File: config.mk
export PLATFORM = sky130hd
export DESIGN_NAME = hevc_config_record_parser_core
export DESIGN_NICKNAME = d
export VERILOG_FILES = /design/src/rtl/hcrp_pkg.sv /design/src/rtl/hcrp_parser.sv /design/src/rtl/hcrp_result_queue.sv /design/src/rtl/hevc_config_record_parser_core.sv
export SDC_FILE = /design/constraint.sdc
export NUM_CORES = 1
export LEC_CHECK = 0
export BUFFER_PORTS_ARGS = -buffer_cell sky130_fd_sc_hd__buf_2
export CORE_MARGIN = 1
export CORE_UTILIZATION = 65
export DETAILED_ROUTE_END_ITERATION = 6
export HOLD_SLACK_MARGIN = 0.1
export PLACE_DENSITY = 0.94
export SYNTH_ARGS = -nofsm -noshare
export SYNTH_HDL_FRONTEND = slang
export SYNTH_HIERARCHICAL = 1
export SYNTH_SLANG_ARGS = --single-unit
export TNS_END_PERCENT = 10
File: constraint.sdc
create_clock -name clk -period 23.7 [get_ports clk]
set_clock_uncertainty 0.1 [all_clocks]
set_input_delay 1.185 -clock clk [delete_from_list [all_inputs] [get_ports clk]]
set_output_delay 1.185 -clock clk [all_outputs]
set_load 0.05 [all_outputs]
File: src/rtl/hcrp_pkg.sv
// Shared types and constants for the configuration record parser.
// Result item layout, parse phases, field ids and header byte positions.
// No dependencies; imported by every module of the block.
package hcrp_pkg;

  // Results one input byte can cause at most
  localparam int unsigned RES_SLOTS = 4;
  localparam int unsigned VAL_W     = 44;

  // Configuration register indexes
  localparam logic REG_LAYERED   = 1'b0;
  localparam logic REG_AVAILABLE = 1'b1;

  // Parse phase of the record
  typedef enum logic [2:0] {
    PH_HEADER   = 3'd0,
    PH_ARRAY    = 3'd1,
    PH_COUNT_HI = 3'd2,
    PH_COUNT_LO = 3'd3,
    PH_SIZE_HI  = 3'd4,
    PH_SIZE_LO  = 3'd5,
    PH_PAYLOAD  = 3'd6,
    PH_DONE     = 3'd7
  } hcrp_phase_t;

  // One result item, field_id in the low bits
  typedef struct packed {
    logic              last;
    logic [15:0]       unit_index;
    logic [7:0]        array_index;
    logic [VAL_W-1:0]  field_value;
    logic [4:0]        field_id;
  } hcrp_result_t;

  typedef hcrp_result_t [RES_SLOTS-1:0] hcrp_result_vec_t;

  // Field ids
  localparam logic [4:0] FID_VERSION     = 5'd0;
  localparam logic [4:0] FID_PROF_SPACE  = 5'd1;
  localparam logic [4:0] FID_TIER        = 5'd2;
  localparam logic [4:0] FID_PROF_IDC    = 5'd3;
  localparam logic [4:0] FID_COMPAT      = 5'd4;
  localparam logic [4:0] FID_PROGRESSIVE = 5'd5;
  localparam logic [4:0] FID_INTERLACED  = 5'd6;
  localparam logic [4:0] FID_NON_PACKED  = 5'd7;
  localparam logic [4:0] FID_FRAME_ONLY  = 5'd8;
  localparam logic [4:0] FID_CONSTRAINT  = 5'd9;
  localparam logic [4:0] FID_LEVEL       = 5'd10;
  localparam logic [4:0] FID_MIN_SEG     = 5'd11;
  localparam logic [4:0] FID_PARALLEL    = 5'd12;
  localparam logic [4:0] FID_CHROMA_FMT  = 5'd13;
  localparam logic [4:0] FID_LUMA_DEPTH  = 5'd14;
  localparam logic [4:0] FID_CHROMA_DEP  = 5'd15;
  localparam logic [4:0] FID_AVG_RATE    = 5'd16;
  localparam logic [4:0] FID_CONST_RATE  = 5'd17;
  localparam logic [4:0] FID_TEMP_LAYERS = 5'd18;
  localparam logic [4:0] FID_TEMP_NESTED = 5'd19;
  localparam logic [4:0] FID_LEN_SIZE    = 5'd20;
  localparam logic [4:0] FID_ARRAY_COUNT = 5'd21;
  localparam logic [4:0] FID_COMPLETE    = 5'd22;
  localparam logic [4:0] FID_NAL_TYPE    = 5'd23;
  localparam logic [4:0] FID_UNIT_COUNT  = 5'd24;
  localparam logic [4:0] FID_UNIT_SIZE   = 5'd25;
  localparam logic [4:0] FID_PAYLOAD     = 5'd26;
  localparam logic [4:0] FID_REC_DONE    = 5'd27;
  localparam logic [4:0] FID_ERROR       = 5'd28;

  // Error codes carried in field_value of an error result
  localparam logic [VAL_W-1:0] ERR_SIZE  = 44'd0;
  localparam logic [VAL_W-1:0] ERR_TRUNC = 44'd1;

  // Header byte positions; all but SEG_LO and RATE_HI complete a field
  localparam logic [4:0] HP_VERSION   = 5'd0;
  localparam logic [4:0] HP_PROFILE   = 5'd1;
  localparam logic [4:0] HP_COMPAT    = 5'd5;
  localparam logic [4:0] HP_FLAGS     = 5'd6;
  localparam logic [4:0] HP_CONSTR    = 5'd11;
  localparam logic [4:0] HP_LEVEL     = 5'd12;
  localparam logic [4:0] HP_SEG_LO    = 5'd13;
  localparam logic [4:0] HP_MIN_SEG   = 5'd14;
  localparam logic [4:0] HP_PARALLEL  = 5'd15;
  localparam logic [4:0] HP_CHROMA    = 5'd16;
  localparam logic [4:0] HP_LUMA      = 5'd17;
  localparam logic [4:0] HP_CHR_DEPTH = 5'd18;
  localparam logic [4:0] HP_RATE_HI   = 5'd19;
  localparam logic [4:0] HP_AVG_RATE  = 5'd20;
  localparam logic [4:0] HP_TEMPORAL  = 5'd21;
  localparam logic [4:0] HP_ARRAYS    = 5'd22;

  localparam logic [23:0] BC_MAX = 24'hFF_FFFF;

  function automatic hcrp_result_t make_result(input logic [4:0] id,
                                               input logic [VAL_W-1:0] val,
                                               input logic [7:0] ai,
                                               input logic [15:0] ui);
    hcrp_result_t r;
    r.last        = 1'b0;
    r.unit_index  = ui;
    r.array_index = ai;
    r.field_value = val;
    r.field_id    = id;
    return r;
  endfunction

endpackage

File: src/rtl/hcrp_parser.sv
// Parse state of the configuration record and the result set of one byte.
// Depends on hcrp_pkg for phases, field ids and the result type.
// State advances once per taken byte; results go out as a set of up to four.
module hcrp_parser (
  input  logic                      clk,
  input  logic                      rst,
  input  logic                      take,
  input  logic [7:0]                byte_value,
  input  logic                      end_of_input,
  input  logic                      layered_mode,
  input  logic [23:0]               available_bytes,
  output hcrp_pkg::hcrp_result_vec_t res,
  output logic [2:0]                res_count
);
  import hcrp_pkg::*;

  logic [4:0]   hpos, hpos_next;
  logic [47:0]  acc, acc_next;
  logic [7:0]   arrays_total, arrays_total_next;
  logic [7:0]   array_counter, array_counter_next;
  logic [15:0]  units_total, units_total_next;
  logic [15:0]  unit_counter, unit_counter_next;
  logic [15:0]  payload_rem, payload_rem_next;
  logic [23:0]  bytes_consumed, bytes_consumed_next;
  hcrp_phase_t  phase, phase_next;

  logic         arr_last, unit_last, size_over;
  logic [23:0]  bc_inc;
  logic [24:0]  rem_diff;
  logic [23:0]  rem;
  logic [15:0]  size_word, count_word;
  logic [15:0]  payload_dec;
  logic [7:0]   b;
  logic [2:0]   n;
  hcrp_result_vec_t r;

  assign b           = byte_value;
  assign arr_last    = ({1'b0, array_counter} + 9'd1) >= {1'b0, arrays_total};
  assign unit_last   = ({1'b0, unit_counter} + 17'd1) >= {1'b0, units_total};
  assign size_word   = {acc[7:0], b};
  assign count_word  = {acc[7:0], b};
  assign payload_dec = payload_rem - 16'd1;

  // Byte count including this byte, saturating, frozen once done
  assign bc_inc = (phase != PH_DONE && bytes_consumed != BC_MAX) ?
                  bytes_consumed + 24'd1 : bytes_consumed;

  // Bytes left from the available budget, floored at zero
  assign rem_diff  = {1'b0, available_bytes} - {1'b0, bc_inc};
  assign rem       = rem_diff[24] ? 24'd0 : rem_diff[23:0];
  assign size_over = {8'd0, size_word} > rem;

  // Next state and the results of this byte
  always_comb begin
    hpos_next           = hpos;
    acc_next            = acc;
    arrays_total_next   = arrays_total;
    array_counter_next  = array_counter;
    units_total_next    = units_total;
    unit_counter_next   = unit_counter;
    payload_rem_next    = payload_rem;
    phase_next          = phase;
    bytes_consumed_next = bc_inc;
    n = 3'd0;
    r = '0;

    unique case (phase)
      PH_HEADER: begin
        acc_next  = {acc[39:0], b};
        hpos_next = hpos + 5'd1;
        case (hpos)
          HP_VERSION: begin
            r[n[1:0]] = make_result(FID_VERSION, {36'd0, b}, array_counter, unit_counter);
            n = n + 3'd1;
            hpos_next = layered_mode ? HP_SEG_LO : HP_PROFILE;
          end
          HP_PROFILE: begin
            r[n[1:0]] = make_result(FID_PROF_SPACE, {42'd0, b[7:6]}, array_counter,
                                    unit_counter);
            n = n + 3'd1;
            r[n[1:0]] = make_result(FID_TIER, {43'd0, b[5]}, array_counter, unit_counter);
            n = n + 3'd1;
            r[n[1:0]] = make_result(FID_PROF_IDC, {39'd0, b[4:0]}, array_counter,
                                    unit_counter);
            n = n + 3'd1;
          end
          HP_COMPAT: begin
            r[n[1:0]] = make_result(FID_COMPAT, {12'd0, acc_next[31:0]}, array_counter,
                                    unit_counter);
            n = n + 3'd1;
          end
          HP_FLAGS: begin
            r[n[1:0]] = make_result(FID_PROGRESSIVE, {43'd0, b[7]}, array_counter,
                                    unit_counter);
            n = n + 3'd1;
            r[n[1:0]] = make_result(FID_INTERLACED, {43'd0, b[6]}, array_counter,
                                    unit_counter);
            n = n + 3'd1;
            r[n[1:0]] = make_result(FID_NON_PACKED, {43'd0, b[5]}, array_counter,
                                    unit_counter);
            n = n + 3'd1;
            r[n[1:0]] = make_result(FID_FRAME_ONLY, {43'd0, b[4]}, array_counter,
                                    unit_counter);
            n = n + 3'd1;
          end
          HP_CONSTR: begin
            r[n[1:0]] = make_result(FID_CONSTRAINT, acc_next[43:0], array_counter,
                                    unit_counter);
            n = n + 3'd1;
          end
          HP_LEVEL: begin
            r[n[1:0]] = make_result(FID_LEVEL, {36'd0, b}, array_counter, unit_counter);
            n = n + 3'd1;
          end
          HP_MIN_SEG: begin
            r[n[1:0]] = make_result(FID_MIN_SEG, {32'd0, acc_next[11:0]}, array_counter,
                                    unit_counter);
            n = n + 3'd1;
          end
          HP_PARALLEL: begin
            r[n[1:0]] = make_result(FID_PARALLEL, {42'd0, b[1:0]}, array_counter,
                                    unit_counter);
            n = n + 3'd1;
            hpos_next = layered_mode ? HP_TEMPORAL : HP_CHROMA;
          end
          HP_CHROMA: begin
            r[n[1:0]] = make_result(FID_CHROMA_FMT, {42'd0, b[1:0]}, array_counter,
                                    unit_counter);
            n = n + 3'd1;
          end
          HP_LUMA: begin
            r[n[1:0]] = make_result(FID_LUMA_DEPTH, {40'd0, {1'b0, b[2:0]} + 4'd8},
                                    array_counter, unit_counter);
            n = n + 3'd1;
          end
          HP_CHR_DEPTH: begin
            r[n[1:0]] = make_result(FID_CHROMA_DEP, {40'd0, {1'b0, b[2:0]} + 4'd8},
                                    array_counter, unit_counter);
            n = n + 3'd1;
          end
          HP_AVG_RATE: begin
            r[n[1:0]] = make_result(FID_AVG_RATE, {28'd0, acc_next[15:0]}, array_counter,
                                    unit_counter);
            n = n + 3'd1;
          end
          HP_TEMPORAL: begin
            if (!layered_mode) begin
              r[n[1:0]] = make_result(FID_CONST_RATE, {42'd0, b[7:6]}, array_counter,
                                      unit_counter);
              n = n + 3'd1;
            end
            r[n[1:0]] = make_result(FID_TEMP_LAYERS, {41'd0, b[5:3]}, array_counter,
                                    unit_counter);
            n = n + 3'd1;
            r[n[1:0]] = make_result(FID_TEMP_NESTED, {43'd0, b[2]}, array_counter,
                                    unit_counter);
            n = n + 3'd1;
            r[n[1:0]] = make_result(FID_LEN_SIZE, {41'd0, {1'b0, b[1:0]} + 3'd1},
                                    array_counter, unit_counter);
            n = n + 3'd1;
          end
          HP_ARRAYS: begin
            r[n[1:0]] = make_result(FID_ARRAY_COUNT, {36'd0, b}, array_counter,
                                    unit_counter);
            n = n + 3'd1;
            arrays_total_next  = b;
            array_counter_next = 8'd0;
            unit_counter_next  = 16'd0;
            hpos_next          = HP_VERSION;
            if (b == 8'd0) begin
              phase_next = PH_DONE;
              r[n[1:0]] = make_result(FID_REC_DONE, 44'd1, 8'd0, 16'd0);
              n = n + 3'd1;
            end else begin
              phase_next = PH_ARRAY;
            end
          end
          default: begin
            hpos_next = hpos + 5'd1;
          end
        endcase
      end

      PH_ARRAY: begin
        r[n[1:0]] = make_result(FID_COMPLETE, {43'd0, b[7]}, array_counter, unit_counter);
        n = n + 3'd1;
        r[n[1:0]] = make_result(FID_NAL_TYPE, {38'd0, b[5:0]}, array_counter, unit_counter);
        n = n + 3'd1;
        phase_next = PH_COUNT_HI;
      end

      PH_COUNT_HI: begin
        acc_next   = {40'd0, b};
        phase_next = PH_COUNT_LO;
      end

      PH_COUNT_LO: begin
        units_total_next  = count_word;
        unit_counter_next = 16'd0;
        r[n[1:0]] = make_result(FID_UNIT_COUNT, {28'd0, count_word}, array_counter,
                                unit_counter);
        n = n + 3'd1;
        if (count_word == 16'd0) begin
          // empty array: move on to the next one, or finish the record after the last
          if (arr_last) begin
            phase_next = PH_DONE;
            r[n[1:0]] = make_result(FID_REC_DONE, 44'd1, 8'd0, 16'd0);
            n = n + 3'd1;
          end else begin
            array_counter_next = array_counter + 8'd1;
            phase_next         = PH_ARRAY;
          end
        end else begin
          phase_next = PH_SIZE_HI;
        end
      end

      PH_SIZE_HI: begin
        acc_next   = {40'd0, b};
        phase_next = PH_SIZE_LO;
      end

      PH_SIZE_LO: begin
        r[n[1:0]] = make_result(FID_UNIT_SIZE, {28'd0, size_word}, array_counter,
                                unit_counter);
        n = n + 3'd1;
        if (size_over) begin
          r[n[1:0]] = make_result(FID_ERROR, ERR_SIZE, array_counter, unit_counter);
          n = n + 3'd1;
          phase_next = PH_DONE;
        end else if (size_word == 16'd0) begin
          // empty unit
          if (!unit_last) begin
            unit_counter_next = unit_counter + 16'd1;
            phase_next        = PH_SIZE_HI;
          end else if (arr_last) begin
            phase_next = PH_DONE;
            r[n[1:0]] = make_result(FID_REC_DONE, 44'd1, 8'd0, 16'd0);
            n = n + 3'd1;
          end else begin
            array_counter_next = array_counter + 8'd1;
            unit_counter_next  = 16'd0;
            phase_next         = PH_ARRAY;
          end
        end else begin
          payload_rem_next = size_word;
          phase_next       = PH_PAYLOAD;
        end
      end

      PH_PAYLOAD: begin
        r[n[1:0]] = make_result(FID_PAYLOAD, {36'd0, b}, array_counter, unit_counter);
        n = n + 3'd1;
        payload_rem_next = payload_dec;
        if (payload_dec == 16'd0) begin
          if (!unit_last) begin
            unit_counter_next = unit_counter + 16'd1;
            phase_next        = PH_SIZE_HI;
          end else if (arr_last) begin
            phase_next = PH_DONE;
            r[n[1:0]] = make_result(FID_REC_DONE, 44'd1, 8'd0, 16'd0);
            n = n + 3'd1;
          end else begin
            array_counter_next = array_counter + 8'd1;
            unit_counter_next  = 16'd0;
            phase_next         = PH_ARRAY;
          end
        end
      end

      PH_DONE: begin
      end
    endcase

    // End of input: flag a truncated record, then back to the start
    if (end_of_input) begin
      if (phase_next != PH_DONE) begin
        if (n == 3'd4) begin
          n = 3'd3;
        end
        r[n[1:0]] = make_result(FID_ERROR, ERR_TRUNC, array_counter_next,
                                unit_counter_next);
        n = n + 3'd1;
      end
      hpos_next           = 5'd0;
      acc_next            = '0;
      arrays_total_next   = 8'd0;
      array_counter_next  = 8'd0;
      units_total_next    = 16'd0;
      unit_counter_next   = 16'd0;
      payload_rem_next    = 16'd0;
      bytes_consumed_next = 24'd0;
      phase_next          = PH_HEADER;
    end

    // Mark the final result of this byte
    if (n != 3'd0) begin
      r[n[1:0] - 2'd1].last = 1'b1;
    end
  end

  assign res       = r;
  assign res_count = n;

  // Parse state registers
  always_ff @(posedge clk) begin
    if (rst) begin
      hpos           <= 5'd0;
      acc            <= '0;
      arrays_total   <= 8'd0;
      array_counter  <= 8'd0;
      units_total    <= 16'd0;
      unit_counter   <= 16'd0;
      payload_rem    <= 16'd0;
      bytes_consumed <= 24'd0;
      phase          <= PH_HEADER;
    end else if (take) begin
      hpos           <= hpos_next;
      acc            <= acc_next;
      arrays_total   <= arrays_total_next;
      array_counter  <= array_counter_next;
      units_total    <= units_total_next;
      unit_counter   <= unit_counter_next;
      payload_rem    <= payload_rem_next;
      bytes_consumed <= bytes_consumed_next;
      phase          <= phase_next;
    end
  end

`ifndef SYNTH
  // Payload phase is only entered with bytes left to read
  a_payload_nonzero: assert property (@(posedge clk) disable iff (rst)
    phase == PH_PAYLOAD |-> payload_rem != 16'd0)
    else $error("payload phase with no bytes left");

  // Inside the arrays the array counter stays below the array count
  a_array_in_range: assert property (@(posedge clk) disable iff (rst)
    (phase != PH_HEADER && phase != PH_DONE) |-> array_counter < arrays_total)
    else $error("array counter past array count");

  // A taken end-of-input byte always leaves the parser at the record start
  a_eoi_restart: assert property (@(posedge clk) disable iff (rst)
    take && end_of_input |=> phase == PH_HEADER && hpos == 5'd0 && bytes_consumed == 24'd0)
    else $error("parser not back at start after end of input");
`endif

endmodule

File: src/rtl/hcrp_result_queue.sv
// Holds the result set of one byte and drains it one item per cycle unless stalled.
// Depends on hcrp_pkg for the result type; drives the output stream register.
// A new set loads while the last entry of the previous one moves out.
module hcrp_result_queue (
  input  logic                       clk,
  input  logic                       rst,
  input  logic                       load,
  input  hcrp_pkg::hcrp_result_vec_t ld_res,
  input  logic [2:0]                 ld_count,
  output logic                       can_load,
  output logic                       m_tvalid,
  input  logic                       m_tready,
  output logic [79:0]                m_tdata,   // field_id[4:0], field_value[48:5],
                                                // array_index[56:49], unit_index[72:57]
  output logic                       m_tlast    // last_of_run
);
  import hcrp_pkg::*;

  hcrp_result_t entries [RES_SLOTS];
  hcrp_result_t head;
  logic [1:0]   rd_ptr;
  logic [2:0]   cnt;
  logic         pop;

  assign pop      = (cnt != 3'd0) && (!m_tvalid || m_tready);
  assign can_load = (cnt == 3'd0) || (cnt == 3'd1 && pop);
  assign head     = entries[rd_ptr];

  // Entry storage
  always_ff @(posedge clk) begin
    if (load) begin
      for (int i = 0; i < RES_SLOTS; i++) begin
        entries[i] <= ld_res[i];
      end
    end
  end

  // Fill count and read pointer
  always_ff @(posedge clk) begin
    if (rst) begin
      cnt    <= 3'd0;
      rd_ptr <= 2'd0;
    end else if (load) begin
      cnt    <= ld_count;
      rd_ptr <= 2'd0;
    end else if (pop) begin
      cnt    <= cnt - 3'd1;
      rd_ptr <= rd_ptr + 2'd1;
    end
  end

  // Output register
  always_ff @(posedge clk) begin
    if (rst) begin
      m_tvalid <= 1'b0;
    end else if (pop) begin
      m_tvalid <= 1'b1;
    end else if (m_tready) begin
      m_tvalid <= 1'b0;
    end
  end

  always_ff @(posedge clk) begin
    if (pop) begin
      m_tdata <= {7'd0, head.unit_index, head.array_index, head.field_value, head.field_id};
      m_tlast <= head.last;
    end
  end

`ifndef SYNTH
  // Fill count never exceeds the slot count
  a_cnt_bound: assert property (@(posedge clk) disable iff (rst)
    cnt <= 3'd4)
    else $error("result queue count out of range");

  // The final entry of a set goes out marked as last of run
  a_last_marked: assert property (@(posedge clk) disable iff (rst)
    pop && cnt == 3'd1 |=> m_tvalid && m_tlast)
    else $error("final result of a byte not marked last");
`endif

endmodule

File: src/rtl/hevc_config_record_parser_core.sv
// Configuration record parser: one byte in, up to four tagged field results out per byte.
// Uses an input register stage, hcrp_parser and hcrp_result_queue.
// Depends on hcrp_pkg for the result type and register indexes.
//
// Bytes enter on the s_ stream, one per accepted item; tlast marks the last byte
// available, after which the parser returns to the record start. Each byte produces
// 0 to 4 result items on the m_ stream, and the last result of a byte carries tlast.
// The single output port drains each byte's result set one item per cycle unless m_tready
// stalls it; the next byte loads as the last result moves out, so bytes with one result
// or none stream at one per cycle while unstalled. A byte passes the input register, its
// results the queue entries and the output register. Registers: index 0 is layered_mode
// (bit 0), index 1 is available_bytes; write them only while no byte is in flight.
module hevc_config_record_parser_core (
  input  logic        clk,
  input  logic        rst,
  input  logic        s_tvalid,
  output logic        s_tready,
  input  logic [7:0]  s_tdata,    // byte_value[7:0]
  input  logic        s_tlast,    // end_of_input
  output logic        m_tvalid,
  input  logic        m_tready,
  output logic [79:0] m_tdata,    // field_id[4:0], field_value[48:5],
                                  // array_index[56:49], unit_index[72:57]
  output logic        m_tlast,    // last_of_run
  input  logic        cfg_we,
  input  logic        cfg_index,
  input  logic [23:0] cfg_data
);
  import hcrp_pkg::*;

  logic             layered_mode;
  logic [23:0]      available_bytes;
  logic             in_valid;
  logic [7:0]       in_byte;
  logic             in_eoi;
  logic             take;
  logic             can_load;
  hcrp_result_vec_t res;
  logic [2:0]       res_count;

  // Configuration registers
  always_ff @(posedge clk) begin
    if (rst) begin
      layered_mode    <= 1'b0;
      available_bytes <= 24'd0;
    end else if (cfg_we) begin
      unique case (cfg_index)
        REG_LAYERED:   layered_mode    <= cfg_data[0];
        REG_AVAILABLE: available_bytes <= cfg_data;
      endcase
    end
  end

  // Input register
  assign take     = in_valid && can_load;
  assign s_tready = !in_valid || take;

  always_ff @(posedge clk) begin
    if (rst) begin
      in_valid <= 1'b0;
    end else if (s_tready) begin
      in_valid <= s_tvalid;
    end
  end

  always_ff @(posedge clk) begin
    if (s_tvalid && s_tready) begin
      in_byte <= s_tdata;
      in_eoi  <= s_tlast;
    end
  end

  hcrp_parser u_parser (
    .clk             (clk),
    .rst             (rst),
    .take            (take),
    .byte_value      (in_byte),
    .end_of_input    (in_eoi),
    .layered_mode    (layered_mode),
    .available_bytes (available_bytes),
    .res             (res),
    .res_count       (res_count)
  );

  hcrp_result_queue u_queue (
    .clk      (clk),
    .rst      (rst),
    .load     (take),
    .ld_res   (res),
    .ld_count (res_count),
    .can_load (can_load),
    .m_tvalid (m_tvalid),
    .m_tready (m_tready),
    .m_tdata  (m_tdata),
    .m_tlast  (m_tlast)
  );

endmodule

==> metrics <==
outcome finished, violations left; failing checks DRC; FF-to-FF path depth 31; Post-Syn Area 28,300 µm²; final setup violation count 0; Yosys reg bits 543; Core Area 43,100 µm²; clk sinks 543; Critical Path End Type register; # resized after CTS 0; ys async rst share 0%; Leakage 0.0112 µW; Max VDD drop 132 µV; grt total ovfl 0; CTS Root Cell clkbuf_16; yosys warns 6; WHS Endpoint u_parser/units_total[8]$_SDFFE_PP0P_; sequential-to-total area share from yosys stat 51.7%; max-cap viol count 0; xor/xnor share of the synthesized area 2.10%; Seq. cell area 14,700 µm²; Worst Hold Class reg -> reg; slowest cell on the critical path a21oi_1; Post-route DRC 67; compound-gate portion of the synthesized area 13.8%; Cells after Synth 2,581; CP top delay family simple AND/OR/NAND/NOR gates; layout cells sized above 1 15.5%; CP startpoint kind register; max_slew headroom 11.6%; RSZ-0062 raised after global routing no; Area Growth Syn to Fin 7.44%; port buffer count 114; num rows 76; Clock Path Buffers 3; Post-Synth Adder-Cell Area 3.69%; Die X 211 µm; height of the die 211 µm; syn avg cell area 11.0 µm²; Clock transition at path regs 60 ps; RR Endpoint u_queue/entries[0][52]$_DFFE_PP_; worst r2r src u_parser/phase[0]$_SDFFE_PP0P_; hold_buf cts 0; simple-gate share of the synthesized area 15.0%; First DRT Iteration DRCs 3,484; DPL Wire Length 50,000 µm; P per Cell Area 103 nW/µm²; EDFF count, synth 379; WHS Path Cells 2; period utilization 41.1%; Final Net Count 2,729; DR vias 21,400; multi-input logic area 12,200 µm²; final wirelength 77,500 µm; critical path type reg -> reg; worst hold slack 362 ps; first-pass GRT wire length 118,000 µm; vias in the first global route 20,800; Max FO, Critical Path 20; Num CTS Buffers 54; Setup Fix Bufs, Post-CTS 0; commonest non-fill, non-tap cell in the layout edfxtp_1; Die Area 44,500 µm²; fmax 103 MHz; Hold Path Origin u_parser/units_total[8]$_SDFFE_PP0P_; initial antenna violation count 0; post-synthesis mux area share 6.65%; final setup TNS 0 ps; reg-to-reg slack, setup 13,960 ps; pins over their slew limit 0; worst skew pair latency 640 ps; GPL Wtd Cong 0.986; biggest cell delay along the critical path 1030 ps; main flop type after synthesis edfxtp_1; Worst-Margin Slew 1330 ps; min Tclk post-route 9740 ps; CP arrival 10,000 ps; WL per Instance 23.9 µm; WP buf/inv 0; starting density of the core 65.8%; most frequent cells in the layout 379 x edfxtp_1, 255 x nand2_1, 175 x a21oi_1, 162 x dfxtp_1, 154 x nor2_1; combinational family with the most area after synthesis simple AND/OR/NAND/NOR gates; # IOs 122; synth unique cells 104; Fillers 2,732; # H-tree levels 2; Antenna diodes 0; 1st-pass router iterations 7; GRT Overall Usage 34.7%; CTS tree built; Via density 6.62; antenna-violating nets left 0; Crit path required time 23,970 ps; largest net degree at the start of global routing 196; final hold vios 0
[logic make-up after synthesis]
family                   after synthesis
buffers and inverters                352
flip-flops                           543
multiplexers                          95
other                                  2
XOR/XNOR                              68
adder cells (fa/ha/maj)               83
AO/OA/AOI/OAI                        593
AND/OR/NAND/NOR                      845
[layout make-up]
class,instances,share of cell area (%)
Sequential cell,543,48.2
Tap cell,585,2.40
Multi-Input combinational cell,1811,40.0
Clock buffer,65,4.84
Timing Repair Buffer,133,2.39
Clock inverter,36,1.40
Inverter,64,0.805
[where the power goes]
part | total, µW | leakage [µW] | switching, µW | internal [µW]
logic | 894 | 0.00529 | 657 | 237
registers | 1360 | 0.00492 | 86.9 | 1270
clock network | 895 | 0.000942 | 379 | 516
[state kept, by name (all words and copies together) (netlist names)]
name / cells
available_bytes: 24
in_byte: 8
in_eoi: 1
in_valid: 1
layered_mode: 1
u_parser/acc: 36
u_parser/array_counter: 8
u_parser/arrays_total: 8
u_parser/bytes_consumed: 24
u_parser/hpos: 5
u_parser/payload_rem: 16
u_parser/phase: 3
u_parser/unit_counter: 16
u_parser/units_total: 16
u_queue/cnt: 3
u_queue/entries: 296
u_queue/m_tdata: 73
u_queue/m_tlast: 1
u_queue/m_tvalid: 1
u_queue/rd_ptr: 2
[through the flow]
step	total power, µW	instances	utilization, %	cell area (µm²)	setup WS (ps)
4_1_cts	3140	3237	70.7	30500	14220
2_1_floorplan	2070	2706	-	28800	12440
3_5_place_dp	2240	3136	66.3	28600	14380
5_1_grt	3240	3237	70.7	30500	13380
6_report	3150	3237	70.7	30500	13960
3_3_place_gp	2200	3136	66.3	28600	14680
[synthesized netlist by cell type (21+ instances only)]
master	n	share of area, %
buf_4	136	3.6
xnor2_1	40	1.2
nand3_2	21	0.74
nor2_1	156	2.1
inv_1	60	0.79
dfxtp_1	164	12
and2_1	69	1.5
buf_2	27	0.48
nand3_1	121	2.1
o21ai_0	133	2.3
a21oi_2	21	0.65
nor3_1	38	0.67
a21oi_1	176	3.1
edfxtp_1	379	40
xor2_1	28	0.87
nand2b_1	22	0.49
and3_1	41	0.90
clkbuf_1	104	1.4
o21ai_1	24	0.42
ha_1	82	3.6
nor2b_1	32	0.71
mux4_2	74	5.9
nand2_1	255	3.4
[worst max-delay path by stage]
stage	start	end	slack [ps]	depth (start not counted)
6_report	u_parser/phase[0]$_SDFFE_PP0P_	u_queue/entries[0][52]$_DFFE_PP_	13960	31
5_1_grt	u_parser/phase[0]$_SDFFE_PP0P_	u_queue/entries[0][52]$_DFFE_PP_	13380	31
4_1_cts	u_parser/phase[0]$_SDFFE_PP0P_	u_queue/entries[0][52]$_DFFE_PP_	14220	31
3_5_place_dp	u_parser/phase[0]$_SDFFE_PP0P_	u_queue/entries[0][52]$_DFFE_PP_	14380	31
3_3_place_gp	u_parser/phase[0]$_SDFFE_PP0P_	u_queue/entries[0][52]$_DFFE_PP_	14680	31
2_1_floorplan	m_tready	u_parser/unit_counter[0]$_SDFFE_PP0P_	12440	10
[routing by layer]
metal  track usage [%]  part of all wire [%]  vias to the layer above
li1                  -                     -                     9287
met1              43.4                    36                    10300
met2              59.0                    49                     1519
met3              6.07                   9.9                      306
met4              16.0                   4.7                        0
met5                 0                     0                        -
[worst reg2reg max path: cells and delay by family, from the launching register on]
| family | cells | cell delay (ps) |
|---|---|---|
| and+or+nand+nor | 14 | 4100 |
| adders and majority gates | 3 | 790 |
| AOI/OAI and AO/OA | 13 | 3800 |
| xor gates and xnor gates | 1 | 160 |
| DFF | 1 | 520 |
Note: power is estimated with default switching activity, not from simulation.
